===== src/hw/rtl/spc_pkg.sv =====
package spc_pkg;

   // Fixed field widths of the item formats
   localparam int FUNC_BITS   = 3;
   localparam int VALUE_BITS  = 24;
   localparam int EVENT_BITS  = 3;
   localparam int RANGE_BITS  = 24;
   localparam int PERCFG_BITS = 16;
   localparam int CSR_IDX_BITS = 3;
   localparam int CSR_DATA_BITS = 24;

   // Command codes
   localparam logic [FUNC_BITS-1:0] FUNC_TICK      = 3'd0;
   localparam logic [FUNC_BITS-1:0] FUNC_MOVE_REL  = 3'd1;
   localparam logic [FUNC_BITS-1:0] FUNC_MOVE_ABS  = 3'd2;
   localparam logic [FUNC_BITS-1:0] FUNC_MOVE_ZERO = 3'd3;
   localparam logic [FUNC_BITS-1:0] FUNC_STEP      = 3'd4;
   localparam logic [FUNC_BITS-1:0] FUNC_STOP      = 3'd5;
   localparam logic [FUNC_BITS-1:0] FUNC_SET_POS   = 3'd6;
   localparam logic [FUNC_BITS-1:0] FUNC_SHIFT     = 3'd7;

   // Event codes
   localparam logic [EVENT_BITS-1:0] EV_UPDATE  = 3'd0;
   localparam logic [EVENT_BITS-1:0] EV_STARTED = 3'd1;
   localparam logic [EVENT_BITS-1:0] EV_FINISH  = 3'd2;
   localparam logic [EVENT_BITS-1:0] EV_ABORT   = 3'd3;
   localparam logic [EVENT_BITS-1:0] EV_REFUSE  = 3'd4;
   localparam logic [EVENT_BITS-1:0] EV_ACK     = 3'd5;

   // Register indexes
   localparam logic [CSR_IDX_BITS-1:0] CSR_RANGE_LOW   = 3'd0;
   localparam logic [CSR_IDX_BITS-1:0] CSR_RANGE_HIGH  = 3'd1;
   localparam logic [CSR_IDX_BITS-1:0] CSR_PERIOD_DEF  = 3'd2;
   localparam logic [CSR_IDX_BITS-1:0] CSR_PERIOD_FAST = 3'd3;
   localparam logic [CSR_IDX_BITS-1:0] CSR_FAST_SPEED  = 3'd4;
   localparam logic [CSR_IDX_BITS-1:0] CSR_INVERT_DIR  = 3'd5;

   // Reset values of the registers
   localparam logic [RANGE_BITS-1:0]  RANGE_LOW_RST   = 24'h800000;
   localparam logic [RANGE_BITS-1:0]  RANGE_HIGH_RST  = 24'h7FFFFF;
   localparam logic [PERCFG_BITS-1:0] PERIOD_DEF_RST  = 16'd1000;
   localparam logic [PERCFG_BITS-1:0] PERIOD_FAST_RST = 16'd250;

   // One queued input's worth of results (one or two events)
   typedef struct packed {
      logic [EVENT_BITS-1:0] ev0;
      logic [EVENT_BITS-1:0] ev1;
      logic                  two;
      logic [VALUE_BITS-1:0] position;
      logic                  direction_pin;
      logic                  step_pulse;
      logic                  moving;
   } result_type;

endpackage


===== src/hw/rtl/stepper_position_controller.sv =====
// Stepper position controller, whole-step units.
// req channel: one command item per handshake; req_tuser carries func, req_tdata the
//    signed value. Ticks (func 0) clock the per-step period timer.
// rsp channel: zero, one or two result items per command; rsp_tuser is the event code,
//    rsp_tlast marks the final result of a command. A quiet tick gives nothing.
// csr channel: register writes by index, always ready; user must write only while the block is idle, unenforced.
// Path: an accepted item goes into the input register; its results are then written
//    to the result queue and offered from the queue head.
// Throughput: one item per clock while rsp_tready is high and each item gives at most one
//    result; an item with two results holds the rsp side until both are taken. The 4-entry
//    result queue sets this: req_tready drops when queued plus in-flight items reach its depth.
// Stall: a stalled rsp side fills the queue, then req_tready falls; nothing is lost.
// Reset: position 0, nothing to go, direction positive, timer idle, queue empty,
//    registers back to their defaults.
module stepper_position_controller #(
   parameter int POSITION_BITS = 24,
   parameter int PERIOD_BITS   = 16
) (
   input  logic        clock,
   input  logic        reset,
   // command items
   input  logic        req_tvalid,
   output logic        req_tready,
   input  logic [23:0] req_tdata,   // [23:0] value
   input  logic [2:0]  req_tuser,   // [2:0] func
   // result items
   output logic        rsp_tvalid,
   input  logic        rsp_tready,
   output logic [31:0] rsp_tdata,   // [23:0] position, [24] direction_pin,
                                    // [25] step_pulse, [26] moving, [31:27] zero
   output logic [2:0]  rsp_tuser,   // [2:0] event_res
   output logic        rsp_tlast,   // last result of this command
   // register writes
   input  logic        csr_valid,
   output logic        csr_ready,
   input  logic [2:0]  csr_index,
   input  logic [23:0] csr_data
);

   localparam int PB = POSITION_BITS;
   localparam int QB = PERIOD_BITS;
   // Compare/distance width: holds any position, value or their difference
   localparam int CW = ((PB > spc_pkg::VALUE_BITS) ? PB : spc_pkg::VALUE_BITS) + 2;
   localparam int DEPTH = 4;
   localparam int PTR_BITS = 2;

   // ---------------- configuration registers ----------------
   logic [spc_pkg::RANGE_BITS-1:0]  range_low_ff, range_high_ff;
   logic [spc_pkg::PERCFG_BITS-1:0] period_def_ff, period_fast_ff;
   logic                            fast_speed_ff, invert_dir_ff;

   assign csr_ready = 1'b1;

   always_ff @(posedge clock) begin
      if (reset) begin
         range_low_ff   <= spc_pkg::RANGE_LOW_RST;
         range_high_ff  <= spc_pkg::RANGE_HIGH_RST;
         period_def_ff  <= spc_pkg::PERIOD_DEF_RST;
         period_fast_ff <= spc_pkg::PERIOD_FAST_RST;
         fast_speed_ff  <= 1'b0;
         invert_dir_ff  <= 1'b0;
      end else if (csr_valid && csr_ready) begin
         unique case (csr_index)
            spc_pkg::CSR_RANGE_LOW:   range_low_ff   <= csr_data;
            spc_pkg::CSR_RANGE_HIGH:  range_high_ff  <= csr_data;
            spc_pkg::CSR_PERIOD_DEF:  period_def_ff  <= csr_data[15:0];
            spc_pkg::CSR_PERIOD_FAST: period_fast_ff <= csr_data[15:0];
            spc_pkg::CSR_FAST_SPEED:  fast_speed_ff  <= csr_data[0];
            spc_pkg::CSR_INVERT_DIR:  invert_dir_ff  <= csr_data[0];
            default: ;
         endcase
      end
   end

   // ---------------- input register ----------------
   logic                            in_valid_ff;
   logic [spc_pkg::FUNC_BITS-1:0]   func_ff;
   logic [spc_pkg::VALUE_BITS-1:0]  value_ff;
   logic [PTR_BITS:0]               count_ff;  // queued commands
   logic                            req_fire;

   // Room is reserved for the item in the input register too
   assign req_tready = ({1'b0, count_ff} + {{(PTR_BITS+1){1'b0}}, in_valid_ff}) <
                       (PTR_BITS + 2)'(DEPTH);
   assign req_fire = req_tvalid && req_tready;

   always_ff @(posedge clock) begin
      if (reset) begin
         in_valid_ff <= 1'b0;
      end else begin
         in_valid_ff <= req_fire;
      end
   end

   always_ff @(posedge clock) begin
      if (req_fire) begin
         func_ff  <= req_tuser;
         value_ff <= req_tdata;
      end
   end

   // ---------------- motion state ----------------
   logic [PB-1:0] position_ff, position_in;
   logic [PB-1:0] steps_ff, steps_in;
   logic          dir_ff, dir_in;       // 1 = positive
   logic          pulse_ff, pulse_in;
   logic [QB-1:0] count_per_ff, count_per_in;

   // Shared helpers
   logic signed [CW-1:0] lo_s, hi_s, val_s, pos_s, step_s, move_dist;
   logic [CW-1:0]        mag;
   logic [PB-1:0]        mag_sat, pos_step;
   logic                 val_ok, pos_ok, step_ok, moving_now, is_step_cmd;
   logic [spc_pkg::PERCFG_BITS-1:0] per_raw;
   logic [QB-1:0]        per_sel, per_eff;

   assign lo_s  = CW'($signed(range_low_ff));
   assign hi_s  = CW'($signed(range_high_ff));
   assign val_s = CW'($signed(value_ff));
   assign pos_s = CW'($signed(position_ff));
   assign pos_step = position_ff + (dir_ff ? PB'(1) : {PB{1'b1}});
   assign step_s = CW'($signed(pos_step));

   assign val_ok  = (val_s >= lo_s) && (val_s <= hi_s);
   assign pos_ok  = (pos_s >= lo_s) && (pos_s <= hi_s);
   assign step_ok = (step_s >= lo_s) && (step_s <= hi_s);
   assign moving_now = (steps_ff != '0) || pulse_ff;
   assign is_step_cmd = (func_ff == spc_pkg::FUNC_STEP);

   // Signed move distance per command kind
   always_comb begin
      priority case (func_ff)
         spc_pkg::FUNC_MOVE_ABS:  move_dist = val_s - pos_s;
         spc_pkg::FUNC_MOVE_ZERO: move_dist = -pos_s;
         default:                 move_dist = val_s;
      endcase
   end

   assign mag = move_dist[CW-1] ? $unsigned(-move_dist) : $unsigned(move_dist);
   // Saturate at the all-ones step count
   assign mag_sat = (|mag[CW-1:PB]) ? {PB{1'b1}} : mag[PB-1:0];

   // A zero period acts as one tick
   assign per_raw = fast_speed_ff ? period_fast_ff : period_def_ff;
   assign per_sel = QB'(per_raw);
   assign per_eff = (per_sel == '0) ? QB'(1) : per_sel;

   // ---------------- command evaluation ----------------
   logic [spc_pkg::EVENT_BITS-1:0] ev0, ev1;
   logic [1:0]                     nev;
   logic                           started;
   logic [PB-1:0]                  steps_dec;

   assign steps_dec = (steps_ff != '0) ? steps_ff - PB'(1) : '0;

   always_comb begin
      position_in  = position_ff;
      steps_in     = steps_ff;
      dir_in       = dir_ff;
      pulse_in     = pulse_ff;
      count_per_in = count_per_ff;
      ev0          = spc_pkg::EV_UPDATE;
      ev1          = spc_pkg::EV_UPDATE;
      nev          = 2'd0;
      started      = 1'b0;

      unique case (func_ff)
         spc_pkg::FUNC_TICK: begin
            if (pulse_ff) begin
               if (count_per_ff <= QB'(1)) begin
                  // pulse ends: take the step, then go on, abort or finish
                  pulse_in     = 1'b0;
                  count_per_in = '0;
                  position_in  = pos_step;
                  steps_in     = steps_dec;
                  ev0          = spc_pkg::EV_UPDATE;
                  if (steps_dec == '0) begin
                     ev1 = spc_pkg::EV_FINISH;
                     nev = 2'd2;
                  end else if (step_ok) begin
                     pulse_in     = 1'b1;
                     count_per_in = per_eff;
                     started      = 1'b1;
                     nev          = 2'd1;
                  end else begin
                     steps_in = '0;
                     ev1      = spc_pkg::EV_ABORT;
                     nev      = 2'd2;
                  end
               end else begin
                  count_per_in = count_per_ff - QB'(1);
               end
            end
         end
         spc_pkg::FUNC_MOVE_REL, spc_pkg::FUNC_MOVE_ABS,
         spc_pkg::FUNC_MOVE_ZERO, spc_pkg::FUNC_STEP: begin
            if (moving_now || ((func_ff == spc_pkg::FUNC_MOVE_ABS) && !val_ok)) begin
               ev0 = spc_pkg::EV_REFUSE;
               nev = 2'd1;
            end else begin
               ev0 = spc_pkg::EV_STARTED;
               if (is_step_cmd) begin
                  steps_in = PB'(1);     // single step keeps the direction
               end else begin
                  dir_in   = !move_dist[CW-1];
                  steps_in = mag_sat;
               end
               if (!is_step_cmd && (mag_sat == '0)) begin
                  ev1 = spc_pkg::EV_FINISH;
                  nev = 2'd2;
               end else if (pos_ok) begin
                  pulse_in     = 1'b1;
                  count_per_in = per_eff;
                  started      = 1'b1;
                  nev          = 2'd1;
               end else begin
                  steps_in = '0;
                  ev1      = spc_pkg::EV_ABORT;
                  nev      = 2'd2;
               end
            end
         end
         spc_pkg::FUNC_STOP: begin
            // pulse in flight still runs out
            steps_in = '0;
            ev0      = spc_pkg::EV_ACK;
            nev      = 2'd1;
         end
         spc_pkg::FUNC_SET_POS: begin
            nev = 2'd1;
            if (val_ok) begin
               position_in = PB'($signed(value_ff));
               ev0         = spc_pkg::EV_UPDATE;
            end else begin
               ev0 = spc_pkg::EV_REFUSE;
            end
         end
         spc_pkg::FUNC_SHIFT: begin
            nev = 2'd1;
            if (moving_now) begin
               ev0 = spc_pkg::EV_REFUSE;
            end else begin
               position_in = position_ff - PB'($signed(value_ff));
               ev0         = spc_pkg::EV_UPDATE;
            end
         end
         default: ;
      endcase
   end

   always_ff @(posedge clock) begin
      if (reset) begin
         position_ff  <= '0;
         steps_ff     <= '0;
         dir_ff       <= 1'b1;
         pulse_ff     <= 1'b0;
         count_per_ff <= '0;
      end else if (in_valid_ff) begin
         position_ff  <= position_in;
         steps_ff     <= steps_in;
         dir_ff       <= dir_in;
         pulse_ff     <= pulse_in;
         count_per_ff <= count_per_in;
      end
   end

   // ---------------- result queue ----------------
   spc_pkg::result_type     entry_in;
   spc_pkg::result_type     queue_ff [DEPTH];
   spc_pkg::result_type     head;
   logic [PTR_BITS-1:0]     wr_ptr_ff, rd_ptr_ff;
   logic                    sub_ff;    // second event of the head entry
   logic                    push, pop, rsp_fire;

   assign entry_in.ev0           = ev0;
   assign entry_in.ev1           = ev1;
   assign entry_in.two           = (nev == 2'd2);
   assign entry_in.position      = spc_pkg::VALUE_BITS'(position_in);
   assign entry_in.direction_pin = dir_in ^ invert_dir_ff;
   assign entry_in.step_pulse    = started;
   assign entry_in.moving        = (steps_in != '0) || pulse_in;

   assign head     = queue_ff[rd_ptr_ff];
   assign push     = in_valid_ff && (nev != 2'd0);
   assign rsp_fire = rsp_tvalid && rsp_tready;
   assign pop      = rsp_fire && rsp_tlast;

   always_ff @(posedge clock) begin
      if (push) begin
         queue_ff[wr_ptr_ff] <= entry_in;
      end
   end

   always_ff @(posedge clock) begin
      if (reset) begin
         wr_ptr_ff <= '0;
         rd_ptr_ff <= '0;
         sub_ff    <= 1'b0;
         count_ff  <= '0;
      end else begin
         if (push) begin
            wr_ptr_ff <= wr_ptr_ff + PTR_BITS'(1);
         end
         if (pop) begin
            rd_ptr_ff <= rd_ptr_ff + PTR_BITS'(1);
            sub_ff    <= 1'b0;
         end else if (rsp_fire) begin
            sub_ff <= 1'b1;
         end
         count_ff <= count_ff + {{PTR_BITS{1'b0}}, push} - {{PTR_BITS{1'b0}}, pop};
      end
   end

   assign rsp_tvalid = (count_ff != '0);
   assign rsp_tuser  = sub_ff ? head.ev1 : head.ev0;
   assign rsp_tlast  = sub_ff || !head.two;
   assign rsp_tdata  = {5'b00000, head.moving, head.step_pulse, head.direction_pin,
                        head.position};

   // ---------------- assertions ----------------
   // The period timer runs exactly while a pulse is in flight
   assert property (@(posedge clock) disable iff (reset) pulse_ff == (count_per_ff != '0))
      else $error("period timer and pulse flag disagree");

   // Queue never overfills, counting the reserved input slot
   assert property (@(posedge clock) disable iff (reset)
      ({1'b0, count_ff} + {{(PTR_BITS+1){1'b0}}, in_valid_ff}) <= (PTR_BITS + 2)'(DEPTH))
      else $error("result queue overflow");

   // A result that reports a started pulse also reports motion
   assert property (@(posedge clock) disable iff (reset)
      (rsp_tvalid && rsp_tdata[25]) |-> rsp_tdata[26])
      else $error("step pulse reported without motion");

   // The second event of a command is only presented for a two-event entry
   assert property (@(posedge clock) disable iff (reset)
      (rsp_tvalid && sub_ff) |-> head.two)
      else $error("second event on a single-event entry");

endmodule

===== config.mk =====
export PLATFORM = sky130hd
export DESIGN_NAME = stepper_position_controller
export DESIGN_NICKNAME = d
export VERILOG_FILES = /design/src/hw/rtl/spc_pkg.sv /design/src/hw/rtl/stepper_position_controller.sv
export SDC_FILE = /design/constraint.sdc
export NUM_CORES = 1
export LEC_CHECK = 0
export BUFFER_PORTS_ARGS = -buffer_cell sky130_fd_sc_hd__buf_2
export CAP_MARGIN = 20
export CORE_MARGIN = 1
export CORE_UTILIZATION = 47
export DETAILED_ROUTE_END_ITERATION = 12
export PLACE_DENSITY = 0.74
export SKIP_LAST_GASP = 1
export SYNTH_ARGS = -nofsm -noshare
export SYNTH_HDL_FRONTEND = slang
export SYNTH_SLANG_ARGS = --single-unit
export TNS_END_PERCENT = 20

===== constraint.sdc =====
create_clock -name clock -period 8.2 [get_ports clock]
set_clock_uncertainty 0.15 [all_clocks]
set_input_delay 0.82 -clock clock [delete_from_list [all_inputs] [get_ports clock]]
set_output_delay 0.82 -clock clock [all_outputs]
set_load 0.005 [all_outputs]

# Yosys cells after proc, flatten, opt, wreduce, memory -nomap -nowiden
# Memory sizes are Yosys's and may differ from the RTL's. A register that Yosys moved wholly into a read port is not among the register bits.
# Cells that the tools add are included.
# totals
register_bits	184
ramBits	132
input_bits	59
output_inout_bits	39
wordCells	166
mem_count	1
# mem_list
memory	depth	word_bits	rd	rd_ports_with_merged_regs	write_ports	line_no	source
queue_ff	4	33	1	1	1	stepper_position_controller.sv:269	spc_pkg::result_type queue_ff [DEPTH];
# classes
add_sub_neg	12
order_cmp	8
n_eq_ne	17
n_mux	71
bitwise	1
n_reduce_logical	38
# op_table
operator	n
2-to-1 mux 24 bit	15
2-to-1 mux 16 bit	9
one-hot mux 24 bit (3 select lines)	2
>= comparator 24 bit	3
<= comparator 24 bit	3
one-hot mux 26 bit (2 select lines)	1
logical NOT 24 bit	2
nonzero test 24 bit	2
2-to-1 mux 2 bit	16
one-hot mux 16 bit (2 select lines)	1
2-to-1 mux 26 bit	1
negation 24 -> 26 bit	1
negation 26 bit	1
subtractor 24 x 24 -> 25 bit	1
adder 24 bit	1
subtractor 24 x 1 -> 24 bit, second input constant	1
subtractor 24 bit	1
equality test 3 bit, second input constant	6
2-to-1 mux 1 bit	17
<= comparator 16 x 1 -> 1 bit, second input constant	1
logical NOT 16 bit	1
subtractor 16 x 1 -> 16 bit, second input constant	1
one-hot mux 3 bit (5 select lines)	1
equality test 3 x 2 -> 1 bit, second input constant	4
other kinds (24)	55

# Depth between registers and ports, before layout
# Gate-level depths: netlist of run 1.
# depth
depth_word	15
mapped_depth	32
ltp_nobuf	30

# Worst setup path after synthesis of run 1
# OpenSTA, ideal clock, no wires.
# synth_timing
kind	register to register
from	register dir_ff
to	memory queue_ff[0][0] (netlist name), data pin
setup_ns	0.266
arrival_ns	6.069
required_ns	7.784
setup_slack_ns	1.715
path_stages_with_launch	27
n_path_buf	0
period_less_slack_ns	6.485
cell_sequence	dfxtp_1 -> inv_1 -> ha_1 -> a21o_1 -> a21oi_1 -> o21ai_0 -> a21oi_1 -> o21bai_1 -> a41o_1 -> o211ai_1 -> a31oi_1 -> a2111oi_0 -> o31ai_1 -> a21oi_1 -> xnor2_1 -> ha_1 -> nand2_1 -> nor3_1 -> o21ai_0 -> o32a_1 -> o21ai_1 -> nor2_1 -> a22o_1 -> or4_1 -> nor4_1 -> and4_1 -> nand2_1
# synth_lines
item	line_no	source
from (decl)	stepper_position_controller.sv:105	logic dir_ff, dir_in;
from (signal assigned)	stepper_position_controller.sv:261	dir_ff <= dir_in;
to (decl)	stepper_position_controller.sv:269	

==> impl_results.md, run 1 <==
- Top Ports: 98
- Status: complete, no violations
- DRT iter0 DRCs: 2173
- Worst VDD drop: 0.0001487 V
- Final period util: 0.9192
- WL final: 79.39 mm
- CP max stage cell: dfxtp_1
- Critical Path Fanout Max: 10
- Post-Synthesis Cells: 2668
- Startpoint types: register
- First-pass GRT wire length: 120.3 mm
- P_leak: 10.38 nW
- Netlist cell types: 105
- Number of global-route vias before repair: 20528
- Max Fclk: 132.7 MHz
- Largest family of logic cells by synthesized area: compound AO/OA/AOI/OAI gates
- Adder-cell share of the synthesized area: 0.1237
- Post-synth EDFFs: 155
- Xor-xnor portion of the synthesized cell area: 0.03668
- Routability Congestion: 0.9959
- Grt ovf: 0
- Min Tclk post-route: 7.538 ns
- Port bufs: 91
- HP Class: in -> reg
- Initial DRT Pass Iterations: 6
- Total power: 0.005461 W
- CP endpoint kind: register
- TNS Setup: 0 ns
- # rows: 81
- Htree depth: 2
- Initial Util: 0.4770
- Reg clk slew, reported paths: 0.06 ns
- Number of synthesized register bits: 314
- Worst Path Required: 8.32 ns
- Worst slack, placed: 0.6934 ns
- P per Cell Area: 211.8 nW/um2
- Hold path endpoint: value_ff[13]
- Initial antenna violation count: 0
- Final Hold Slack: 0.2678 ns
- Detail Placement HPWL: 59.29 mm
- R2r endpoint: queue_ff[2][0]
- Inserted Clock Buffers: 36
- Fraction of registers with async set/reset: 0
- Max-Cap Viols: 0
- Hold path startpoint: req_tdata[13]
- WL/cell: 23.42 um
- RSZ-0062 raised after global routing: false
- Share of cells above drive strength 1: 0.1082
- GRT Util Overall: 0.3091
- Compound-Gate Fraction of Synth Area: 0.2223
- Hold Fails Final Rpt: 0
- Reg2reg start: position_ff[1]
- Hold Buf Count CTS: 0
- Worst Reg-to-Reg Cells: 30
- Largest net degree at the start of global routing: 68
- Nets: 2986
- Antenna viol nets, final: 0
- Hold Path Depth: 1
- Final Setup Violations: 0
- Core ar.: 49050 um2
- Fin util: 0.5257
- Slew headroom: 0.2433
- Filler cell count: 4525
- DIE WIDTH: 225.1 um
- Register-to-Register Setup Slack: 0.66 ns
- Synth warn: 0
- Synth Area in Simple Gates: 0.1804
- Actual slew at the worst max-slew pin: 1.135 ns
- Sequential fraction of the synthesis area: 0.3350
- Mapped Area: 23400 um2
- Die Area: 50680 um2
- Max Slew Vio Count: 0
- Clk_lat worst skew: 0.58 ns
- Crit-path max cell delay: 0.56 ns
- WP data arrival: 7.66 ns
- Root buffer cell: clkbuf_16
- WS Path Type: reg -> reg
- CP dominant cell by count: a21oi_1
- Avg Cell Area, Syn: 8.770 um2
- Max clock buf depth: 3
- Clock net sink count: 314
- Area delta synth->final: 10.21%
- Mux share of post-synthesis cell area: 0.04893
- Die Height: 225.1 um
- Vias: 21781
- CTS tree: built
- Setup WS post-layout: 0.6625 ns
- Antenna cells: 0
- DR DRC count: 0
- Ys flop type: dfxtp_1
- Via density: 6.425
timing repair:
item,4_1_cts,5_1_grt
setup buffers,0,1
endpoints found under the setup margin,0,4
resized for setup,0,2
worst max-delay path: cells and delay by family, from the launching register on:
kind	cells	cell delay, ns
buffers and inverters	3	0.39
AOI/OAI and AO/OA	20	3.87
xor gates and xnor gates	1	0.30
DFF	1	0.56
and+or+nand+nor	4	1.17
adders and majority gates	2	0.78
Yosys cell counts (all sizes together) (10+ instances only):
library cell  count  area (um2)
mux4             32       720.7
o32ai            14       122.6
a221o            11       110.1
and2             13       81.33
ha              225        2815
buf              46       262.7
or2              10       62.56
mux2i            39       390.4
a221oi           15       166.4
xnor2            75       656.9
inv             148       555.5
o31ai            16       155.1
o22ai            11       68.82
xor2             23       201.4
o21a             26       195.2
o211ai           41       307.8
a21oi           234        1175
o21ai           120       608.1
or3              15       93.84
a21o             68       510.5
and3             25       156.4
a31oi            24       150.1
clkbuf          108       405.4
a22oi            10       88.83
o21bai           16       120.1
nand4            52       331.6
nand2           342        1296
dfxtp           159        3183
a311oi           13       113.9
a211oi           46       375.4
nor3             64       335.3
nand2b           31       193.9
nor2            180       680.7
nand3            51       255.2
nor2b            26       162.7
edfxtp          155        4654
o32a             10       100.1
nor4             41       277.8
area by class of cell:
class                           instances  area, um2  area share
Inverter                              150      563.0     0.02183
Tap cell                              664      830.8     0.03222
Sequential cell                       314       7840      0.3040
Clock inverter                         16      237.7    0.009219
Clock buffer                           50       1027     0.03984
Timing Repair Buffer                  142      858.3     0.03328
Multi-Input combinational cell       2054      14430      0.5596
metal layers:
| metal | track usage | routed length, um | share of wire | up-vias |
|---|---|---|---|---|
| met4 | 0.1540 | 4127 | 0.052 | 0 |
| met3 | 0.05215 | 6893 | 0.087 | 243 |
| met1 | 0.4144 | 33510 | 0.42 | 10453 |
| met2 | 0.4804 | 34850 | 0.44 | 1135 |
| li1 | - | - | - | 9950 |
| met5 | 0 | 0 | 0 | - |
placed cells by master (no fill, tap or decap), types with 75 or more instances in the layout:
master    Yosys  routed
a21oi_1     233     233
buf_2        14      91
dfxtp_1     159     157
edfxtp_1    155     155
ha_1        225     225
inv_1       148     148
nand2_1     339     339
nor2_1      178     178
o21ai_0     112     111
xnor2_1      75      75
report_power, final:
group / leakage [nW] / switching [W] / internal (W)
combinational: 7.03 / 0.00116 / 0.000689
sequential: 2.75 / 0.000119 / 0.00176
clock: 0.599 / 0.000688 / 0.00104
state kept, by name (all words and copies together), names as in the netlist, named ones only:
signal          count
invert_dir_ff       1
sub_ff              1
steps_ff           24
range_high_ff      24
dir_ff              1
count_ff            3
in_valid_ff         1
wr_ptr_ff           2
fast_speed_ff       1
value_ff           24
rd_ptr_ff           2
count_per_ff       16
period_def_ff      16
pulse_ff            1
range_low_ff       24
queue_ff          128
position_ff        24
func_ff             3
period_fast_ff     16
worst max-delay path by stage:
stage,depth (start not counted),endpoint,from,slack [ns]
final,30,queue_ff[2][0],position_ff[1],0.66
after global routing,27,queue_ff[0][0],position_ff[1],0.12
after CTS,29,queue_ff[0][0],position_ff[1],0.63
after detailed placement,29,queue_ff[2][0],position_ff[1],0.69
after global placement,29,queue_ff[0][0],position_ff[1],0.82
after floorplan,26,queue_ff[0][0],dir_ff,1.72
cells by family after synthesis:
group / Yosys count
xor+xnor: 98
compound gates: 765
fa+ha+maj: 229
mux: 74
flops: 314
simple gates: 882
buf+inv: 304
other cells: 2
per-stage QoR:
| step | std cells | area [um2] |
|---|---|---|
| after CTS | 3386 | 25730 |
| after global placement | 3320 | 24470 |
| after global routing | 3390 | 25790 |
| final | 3390 | 25790 |
| after floorplan | 2672 | 23410 |
| after detailed placement | 3320 | 24470 |
(Power assumes the default switching activity.)
==> run 2, diff against run 1 <==
--- a/config.mk
+++ b/config.mk
@@ -7,10 +7,13 @@
 export LEC_CHECK = 0
 export BUFFER_PORTS_ARGS = -buffer_cell sky130_fd_sc_hd__buf_2
 export CAP_MARGIN = 20
+export CELL_PAD_IN_SITES_DETAIL_PLACEMENT = 1
+export CELL_PAD_IN_SITES_GLOBAL_PLACEMENT = 2
 export CORE_MARGIN = 1
-export CORE_UTILIZATION = 47
+export CORE_UTILIZATION = 41
+export CTS_BUF_LIST = sky130_fd_sc_hd__clkbuf_4
 export DETAILED_ROUTE_END_ITERATION = 12
-export PLACE_DENSITY = 0.74
+export PLACE_DENSITY = 0.95
 export SKIP_LAST_GASP = 1
 export SYNTH_ARGS = -nofsm -noshare
 export SYNTH_HDL_FRONTEND = slang
==> run 2 against run 1 <==
Net effect:
- core utilization is 6.3 points lower
- total power is 3.5% lower
- global-route usage is essentially flat
- maximum frequency rose by 0.64%
- clock power down 15%
- sequential cell count unchanged
- routed wire length up 13%
- final cell count grew 6.5%
- sequential share of layout area decreased by 0.35 points
- die area rose by 15%
- critical path type unchanged
- critical endpoint unchanged
- via count increased by 2.7%
==> impl_results.md, run 2 (same netlist as run 1, synthesis figures left out) <==
- Status: complete, no violations (unchanged)
- Critical Path Fanout Max: 10 (unchanged)
- Final Setup Violations: 0 (unchanged)
- Clk_lat worst skew: 0.89 ns (was 0.58 ns)
- Vias: 22379 (was 21781)
- DRT iter0 DRCs: 1663 (was 2173)
- Grt ovf: 0 (unchanged)
- Routability Congestion: 0.9697 (was 0.9959)
- Initial antenna violation count: 5 (was 0)
- Fin util: 0.4628 (was 0.5257)
- Max Fclk: 133.5 MHz (was 132.7 MHz)
- Actual slew at the worst max-slew pin: 1.103 ns (was 1.135 ns)
- Grt met2 use: 0.5142 (was 0.4804)
- Critical path's top delay family: compound AO/OA/AOI/OAI gates (unchanged)
- P_leak: 10.59 nW (was 10.38 nW)
- Final Hold Slack: 0.07329 ns (was 0.2678 ns)
- Hold Fails Final Rpt: 0 (unchanged)
- GRT Util Overall: 0.3089 (was 0.3091)
- Post-route insts no fill: 3609 (was 3390)
- CP endpoint kind: register (unchanged)
- # rows: 87 (was 81)
- Commonest non-fill, non-tap cell in the layout: nand2_1 (unchanged)
- Area delta synth->final: 11.52% (was 10.21%)
- P per Cell Area: 202.0 nW/um2 (was 211.8 nW/um2)
- Final period util: 0.9134 (was 0.9192)
- Largest net degree at the start of global routing: 83 (was 68)
- Die Area: 58030 um2 (was 50680 um2)
- Total power: 0.005272 W (was 0.005461 W)
- Port bufs: 91 (unchanged)
- CP dominant cell by count: a21oi_1 (unchanged)
- Most frequent cells in the layout: nand2_1 (339), a21oi_1 (233), ha_1 (225) (unchanged)
- Root buffer cell: clkbuf_4 (was clkbuf_16)
- Crit-path max cell delay: 0.51 ns (was 0.56 ns)
- Max clock buf depth: 3 (unchanged)
- Startpoint types: register (unchanged)
- WP data arrival: 7.89 ns (was 7.66 ns)
- Clock net sink count: 314 (unchanged)
- Die Height: 240.9 um (was 225.1 um)
- Grt met3 use: 0.05696 (was 0.05215)
- Max Slew Vio Count: 0 (unchanged)
- Worst Path Required: 8.60 ns (was 8.32 ns)
- GR peak layer: met2 (unchanged)
- Number of global-route vias before repair: 22866 (was 20528)
- WL/cell: 24.81 um (was 23.42 um)
- CTS tree: built (unchanged)
- Top Ports: 98 (unchanged)
- Met1 Use GR: 0.3919 (was 0.4144)
- Combinational group share of total power: 0.362 (was 0.339)
- Core ar.: 56390 um2 (was 49050 um2)
- Htree depth: 3 (was 2)
- First-pass GRT wire length: 136.1 mm (was 120.3 mm)
- Inserted Clock Buffers: 85 (was 36)
- Pint: 0.003198 W (was 0.003492 W)
- Slew headroom: 0.2643 (was 0.2433)
- Share of cells above drive strength 1: 0.1347 (was 0.1082)
- Max-Cap Viols: 0 (unchanged)
- Antenna viol nets, final: 0 (unchanged)
- WS Path Type: reg -> reg (unchanged)
- Min Tclk post-route: 7.490 ns (was 7.538 ns)
- Reg clk slew, reported paths: 0.07 ns (was 0.06 ns)
- Largest register FFs: 128 (unchanged)
- Initial DRT Pass Iterations: 5 (was 6)
- Register name with the most flops: queue_ff (unchanged)
- HP Class: in -> reg (unchanged)
- Sequential power share: 0.358 (was 0.344)
- RSZ-0062 raised after global routing: false (unchanged)
- Nets: 3069 (was 2986)
- Bufs and invs on worst path: 3 (unchanged)
- Switching Share: 0.3935 (was 0.3605)
- Filler cell count: 6731 (was 4525)
- DR DRC count: 0 (unchanged)
- DIE WIDTH: 240.9 um (was 225.1 um)
- Clock power frac: 0.279 (was 0.317)
- Sw Pwr: 0.002074 W (was 0.001969 W)
- Detail Placement HPWL: 68.39 mm (was 59.29 mm)
- WL final: 89.53 mm (was 79.39 mm)
- Placed Cells: 3417 (was 3320)
- Via density: 6.201 (was 6.425)
- CP max stage cell: or4_1 (was dfxtp_1)
- TNS Setup: 0 ns (unchanged)
- Initial Util: 0.4150 (was 0.4770)
- Worst VDD drop: 0.0001603 V (was 0.0001487 V)
## run 2: per-layer routing
metal / vias up / part of all wire
li1: 10151 / -
met1: 11092 / 0.43
met2: 893 / 0.47
met3: 241 / 0.070
met4: 2 / 0.038
met5: - / 0.00011
## run 2: power by group through the flow
stage / Combinational, W / Sequential, W / Clock, W
floorplan: 0.00128 / 0.00185 / 0
global placement: 0.00179 / 0.00191 / 0
detailed placement: 0.00185 / 0.00192 / 0
CTS: 0.00187 / 0.00189 / 0.00151
global route: 0.00207 / 0.00189 / 0.00159
finish: 0.00191 / 0.00189 / 0.00147
## run 2: stage by stage
stage	setup slack, ns	area [um2]
3_5_place_dp	0.3223	24620
5_1_grt	0.1061	26090
4_1_cts	0.2631	26020
6_report	0.7103	26090
3_3_place_gp	0.5452	24610
2_1_floorplan	1.715	23410
## run 2: worst paths after layout
check / startpoint / endpoint / slack, ns / cells after the start
worst max-delay path: position_ff[1] / queue_ff[2][0] / 0.71 / 29
worst max register to register: position_ff[1] / queue_ff[2][0] / 0.71 / 29
worst min register to register: period_fast_ff[8] / period_fast_ff[8] / 0.31 / 2
worst min-delay path: csr_data[16] / range_high_ff[16] / 0.07 / 3
## run 2: what timing repair did
action	4_1_cts	5_1_grt
setup endpoints to repair	0	4
endpoints found under the hold margin	29	0
gates resized for setup	0	4
hold buffers	28	0
buffers inserted	0	3
## run 2: tightest hold or removal path, delay by kind of cell
kind | cells | cell delay [ns]
compound gates | 1 | 0.08
buf+inv | 1 | 0.09
simple gates | 1 | 0.04
## run 2: layout make-up
type / instances / area (um2) / area share
timing repair buffer: 176 / 1182 / 0.04531
sequential: 314 / 7841 / 0.3005
clock buffer: 123 / 923.4 / 0.03539
tap: 756 / 945.9 / 0.03625
clock inverter: 33 / 201.4 / 0.007720
antenna: 3 / 7.507 / 0.0002877
multi-input combinational: 2054 / 14430 / 0.5530
inverter: 150 / 563.0 / 0.02158
